**config.mk**
```make
export PLATFORM = sky130hd
export DESIGN_NAME = ubps_ptr_unit
export DESIGN_NICKNAME = d
export VERILOG_FILES = /design/src/rtl/ubps_pkg.sv /design/src/rtl/ubps_ptr_unit.sv
export SDC_FILE = /design/constraint.sdc
export NUM_CORES = 1
export LEC_CHECK = 0
export ABC_CLOCK_PERIOD_IN_PS = 3750
export BUFFER_PORTS_ARGS = -buffer_cell sky130_fd_sc_hd__buf_2
export CAP_MARGIN = 20
export CORE_AREA = 2 2 39 41
export DETAILED_ROUTE_END_ITERATION = 10
export DIE_AREA = 0 0 41 43
export PLACE_DENSITY = 0.84
export SYNTH_ARGS = -nofsm -noshare
export SYNTH_HDL_FRONTEND = slang
export SYNTH_SLANG_ARGS = --single-unit
```
**constraint.sdc**
```tcl
create_clock -name vclk -period 3.75
set_clock_uncertainty 0.05 [all_clocks]
set_input_delay 0.75 -clock vclk [all_inputs]
set_output_delay 0.75 -clock vclk [all_outputs]
set_load 0.02 [all_outputs]
```
**src/rtl/ubps_pkg.sv**
```systemverilog
// Shared types, constants and codes for the buffered UART port service.
// Used by every module of the block but the RAM; depends on nothing else.
`timescale 1ns / 1ps
`default_nettype none

package ubps_pkg;

    // Ring sizing and burst limit.
    localparam int QUEUE_DEPTH = 1024;
    localparam int PTR_W       = $clog2(QUEUE_DEPTH);
    localparam int MAX_BURST   = 16;
    localparam int CNT_W       = $clog2(MAX_BURST + 1);
    localparam int BURST_W     = 5;
    localparam int BURST_RESET = 16;

    // 16550 status bit groups.
    localparam logic [7:0] LSR_OE     = 8'h02;
    localparam logic [7:0] LSR_ERRORS = 8'h1E;
    localparam logic [7:0] MSR_READY  = 8'hB0;

    typedef logic [PTR_W-1:0] ptr_t;
    typedef logic [CNT_W-1:0] cnt_t;

    // Operation codes of an input beat.
    typedef enum logic [2:0] {
        OP_RX_BYTE    = 3'd0,
        OP_TX_READY   = 3'd1,
        OP_HOST_WRITE = 3'd2,
        OP_HOST_READ  = 3'd3,
        OP_MODEM_STAT = 3'd4,
        OP_LINE_STAT  = 3'd5,
        OP_CLEAR      = 3'd6
    } op_t;

    // Result kinds of an output beat.
    typedef enum logic [3:0] {
        KIND_ACCEPTED   = 4'd0,
        KIND_READ       = 4'd1,
        KIND_NODATA     = 4'd2,
        KIND_LINE_ERR   = 4'd3,
        KIND_MODEM_ERR  = 4'd4,
        KIND_TX_BYTE    = 4'd5,
        KIND_TX_IDLE    = 4'd6,
        KIND_WRITE_FULL = 4'd7,
        KIND_OVERRUN    = 4'd8
    } kind_t;

    // Sequencer states.
    typedef enum logic [2:0] {
        ST_IDLE,
        ST_EXEC,
        ST_RX_READ,
        ST_TX_READ,
        ST_EMIT
    } state_t;

    // Flags from the shared pointer unit.
    typedef struct packed {
        ptr_t next;    // a advanced by one, with wrap
        logic eq;      // a == b
        logic adv_eq;  // advanced a == b
    } ptr_flags_t;

endpackage

`default_nettype wire

```
**src/rtl/ubps_ptr_unit.sv**
```systemverilog
// Shared ring pointer unit: advance with wrap and the two compares.
// Depends on ubps_pkg for the pointer type and flag struct.
`timescale 1ns / 1ps
`default_nettype none

module ubps_ptr_unit (
    input  wire ubps_pkg::ptr_t     a,
    input  wire ubps_pkg::ptr_t     b,
    output ubps_pkg::ptr_flags_t    flags
);

    import ubps_pkg::*;

    localparam ptr_t LAST_PTR = PTR_W'(QUEUE_DEPTH - 1);

    ptr_t next_ptr;

    // Advance by one and wrap at the end of the ring.
    always_comb
    begin
        if (a == LAST_PTR)
        begin
            next_ptr = '0;
        end
        else
        begin
            next_ptr = a + ptr_t'(1);
        end
    end

    assign flags.next   = next_ptr;
    assign flags.eq     = (a == b);
    assign flags.adv_eq = (next_ptr == b);

endmodule

`default_nettype wire

```
# Word level (Yosys, flattened, before mapping)
# Index checks and enable logic that the tools add are counted.
word_totals:
  in_bits: 20
  reg_bits: 0
  out_inout_bits: 12
  wordCells: 5
op_classes:
  n_eq_ne: 3
  add_sub_neg: 1
  muxes: 1
ops:
  columns: ["cell", "count"]
  rows:
  - ["$eq 10x10->1", 2]
  - ["$add 10x1->10 const B", 1]
  - ["$eq 10x10->1 const B", 1]
  - ["$mux 10", 1]

# Longest topological paths before layout
logic_depth:
  word_depth: 3
  mapped_depth: 7

# Worst setup path after synthesis
# Ideal clock, no wire load.
synth_timing:
  kind: "input port to output port"
  start: "input a[6]"
  end: "output flags[1] (netlist name)"
  cell_stages: 4
  required_time_ps: 2950
  n_path_buf: 1
  path_slack_ps: 745
  arrival_ps: 2205
  path_cell_list: "buf_2 xor2_1 or4_1 nor4_1"
synth_rtl:
  columns: ["element", "line", "rtl"]
  rows:
  - ["start, declared", "ubps_ptr_unit.sv:7", "input wire ubps_pkg::ptr_t a,"]
  - ["end, declared", "ubps_ptr_unit.sv:9", "output ubps_pkg::ptr_flags_t flags"]

==> impl_metrics.tcl <==
set metrics [dict create \
    synthSimpleGateAreaFrac_pct 40.0 \
    grt_max_degree 12 \
    p_leak_nw 0.323 \
    dp_slack_ps 428 \
    port_buffers 32 \
    drive_above_1_share_pct 32.8 \
    synth_seq_area_share_pct 0 \
    synth_compound_area_share_pct 22.3 \
    cp_num_buf_inv 2 \
    routed_wl_mm 1.80 \
    timing.fmax_mhz 301 \
    maxSlewViolCount 0 \
    drt-initial-drc-count 16 \
    cts_resized 0 \
    regArea_sq_um 0 \
    yosysTopAreaCell "xor2_1" \
    routabilityCongestion 0.906 \
    min_period_over_period_pct 88.5 \
    final_util_pct 57.5 \
    outcome "complete, no violations" \
    max_slew_margin_pct 73.2 \
    diodes 0 \
    drt-wirelength-per-cell_um 13.3 \
    powerDensity_nw_per_um2 124 \
    hold_class "input port to output pin" \
    synth_fa_ha_area_share_pct 1.92 \
    start_util_pct 47.0 \
    synth_cells 93 \
    synth_top_area_share_pct 13.5 \
    antenna_found_initial 0 \
    firstDrtPassIters 4 \
    tns_ps 0 \
    path_class "input port to output pin" \
    cpPeakStageDelay_ps 430 \
    startpoint "a[0]" \
    die_w_um 41 \
    switching_share_pct 60.0 \
    grt_use_total_pct 21.8 \
    cts_hold_buf 0 \
    critPathSlowestCell "ha_1" \
    p_comb_share_pct 100.0 \
    via_count 783 \
    synth_cell_types 39 \
    grt_pass1_vias 684 \
    hpwl_mm 1.45 \
    syn-num-nets 114 \
    seq_cell_count 0 \
    hold_viol 0 \
    path_max_fanout 11 \
    start_kind "input port" \
    hold_ws_ps 1820 \
    hp-start "a[4]" \
    rows 14 \
    via_per_inst 5.80 \
    rsz0062_at_grt "no" \
    worst_ep_required_time_ps 2950 \
    post-route-drc-count 0 \
    syn-cell-area_sq_um 651 \
    p_seq_share_pct 0 \
    ios 32 \
    final_common_cell "buf_2" \
    crit_arrival_ps 2520 \
    cpLargestDelayFamily "compound AO/OA/AOI/OAI gates" \
    p_switching_mw 0.0592 \
    grt.overflow.total 0 \
    p_clk_share_pct 0 \
    grt_pass1_wl_mm 2.84 \
    synth_top_family_by_area "simple AND/OR/NAND/NOR gates" \
    finalSetupViolations 0 \
    internal_power_mw 0.0394 \
    die_h_um 43 \
    fin_crit_ps 3320 \
    yosysWarnings 0 \
    postRouteAntennaNets 0 \
    max-vdd-ir-drop_v 0.0000596 \
    maxCapViolCount 0 \
    critPathMostFrequentCell "buf_2" \
    synthToLayoutAreaGrowth_pct 22.3 \
    worst_slew_pin_slew_ps 402 \
    die_area_sq_um 1760 \
    post_cts_buffers 0 \
    netlist_top_cells_area "xor2_1 (13%), xnor2_1 (11%), nand2_1 (5.2%), nand3_1 (4.6%), nor2_1 (4.0%)" \
    core_sq_um 1380 \
    worstPathCellList "buf_2 -> ha_1 -> nand3_1 -> o211ai_1 -> a31o_1 -> o2111ai_1 -> nor4_2 -> buf_2" \
    muxShareOfSynthArea_pct 5.00 \
    synth_xor_area_share_pct 24.2 \
    fin_nets 142 \
    clock_buffers 0 \
    mostFrequentLayoutCells "buf_2 (32), xor2_1 (10), nand2_1 (9), xnor2_1 (8), nor2_1 (7)" \
    fin_ws_ps 431 \
    cp-end-kind "output pin" \
    syn_area_per_cell_sq_um 7.00 \
]
==> cell families (layout without fill, tap and decap cells) <==
| logic type | after synthesis | after routing |
|---|---|---|
| buffers and inverters | 8 | 34 |
| XOR/XNOR | 18 | 18 |
| adder cells (fa/ha/maj) | 1 | 1 |
| AO/OA/AOI/OAI | 20 | 20 |
| multiplexers | 2 | 2 |
| AND/OR/NAND/NOR | 44 | 44 |
==> metrics by stage <==
| step | instances | total power [mW] | cell area (sq um) |
|---|---|---|---|
| 2_1_floorplan | 93 | 0.0661 | 651 |
| 3_3_place_gp | 135 | 0.0962 | 796 |
| 3_5_place_dp | 135 | 0.0980 | 796 |
| 4_1_cts | 135 | 0.0985 | 796 |
| 5_1_grt | 135 | 0.108 | 796 |
| 6_report | 135 | 0.0986 | 796 |
==> Yosys cell counts (3+ instances only) <==
master,count
nor2_1,7
nand2b_1,3
nand4_1,3
xnor2_1,8
nor4_1,3
buf_2,4
a21oi_1,3
xor2_1,10
nand3_1,6
nand2_1,9
==> metal layers <==
layer	up-vias	share of wire [%]	track usage, %
met1	352	46	31.0
met2	27	47	35.0
met3	2	5.6	0.524
met4	0	0.95	4.67
li1	402	-	-
met5	-	0	0
==> area by class of cell <==
type               count  area [sq um]
well taps             16          20.0
multi-input cells     85           608
inverters              2          7.51
repair buffers        32           160
fillers              138           588
==> path summary, 6_finish.rpt <==
path | slack, ps | cells past startpoint | endpoint
setup / recovery | 430 | 8 | flags[0]
hold / removal | 1820 | 3 | flags[6]
==> power by group through the flow <==
stage | clock network (mW) | registers [mW] | logic (mW)
finish | 0 | 0 | 0.0986
CTS | 0 | 0 | 0.0985
detailed placement | 0 | 0 | 0.0980
floorplan | 0 | 0 | 0.0661
global route | 0 | 0 | 0.108
global placement | 0 | 0 | 0.0962
(Power assumes the default switching activity.)
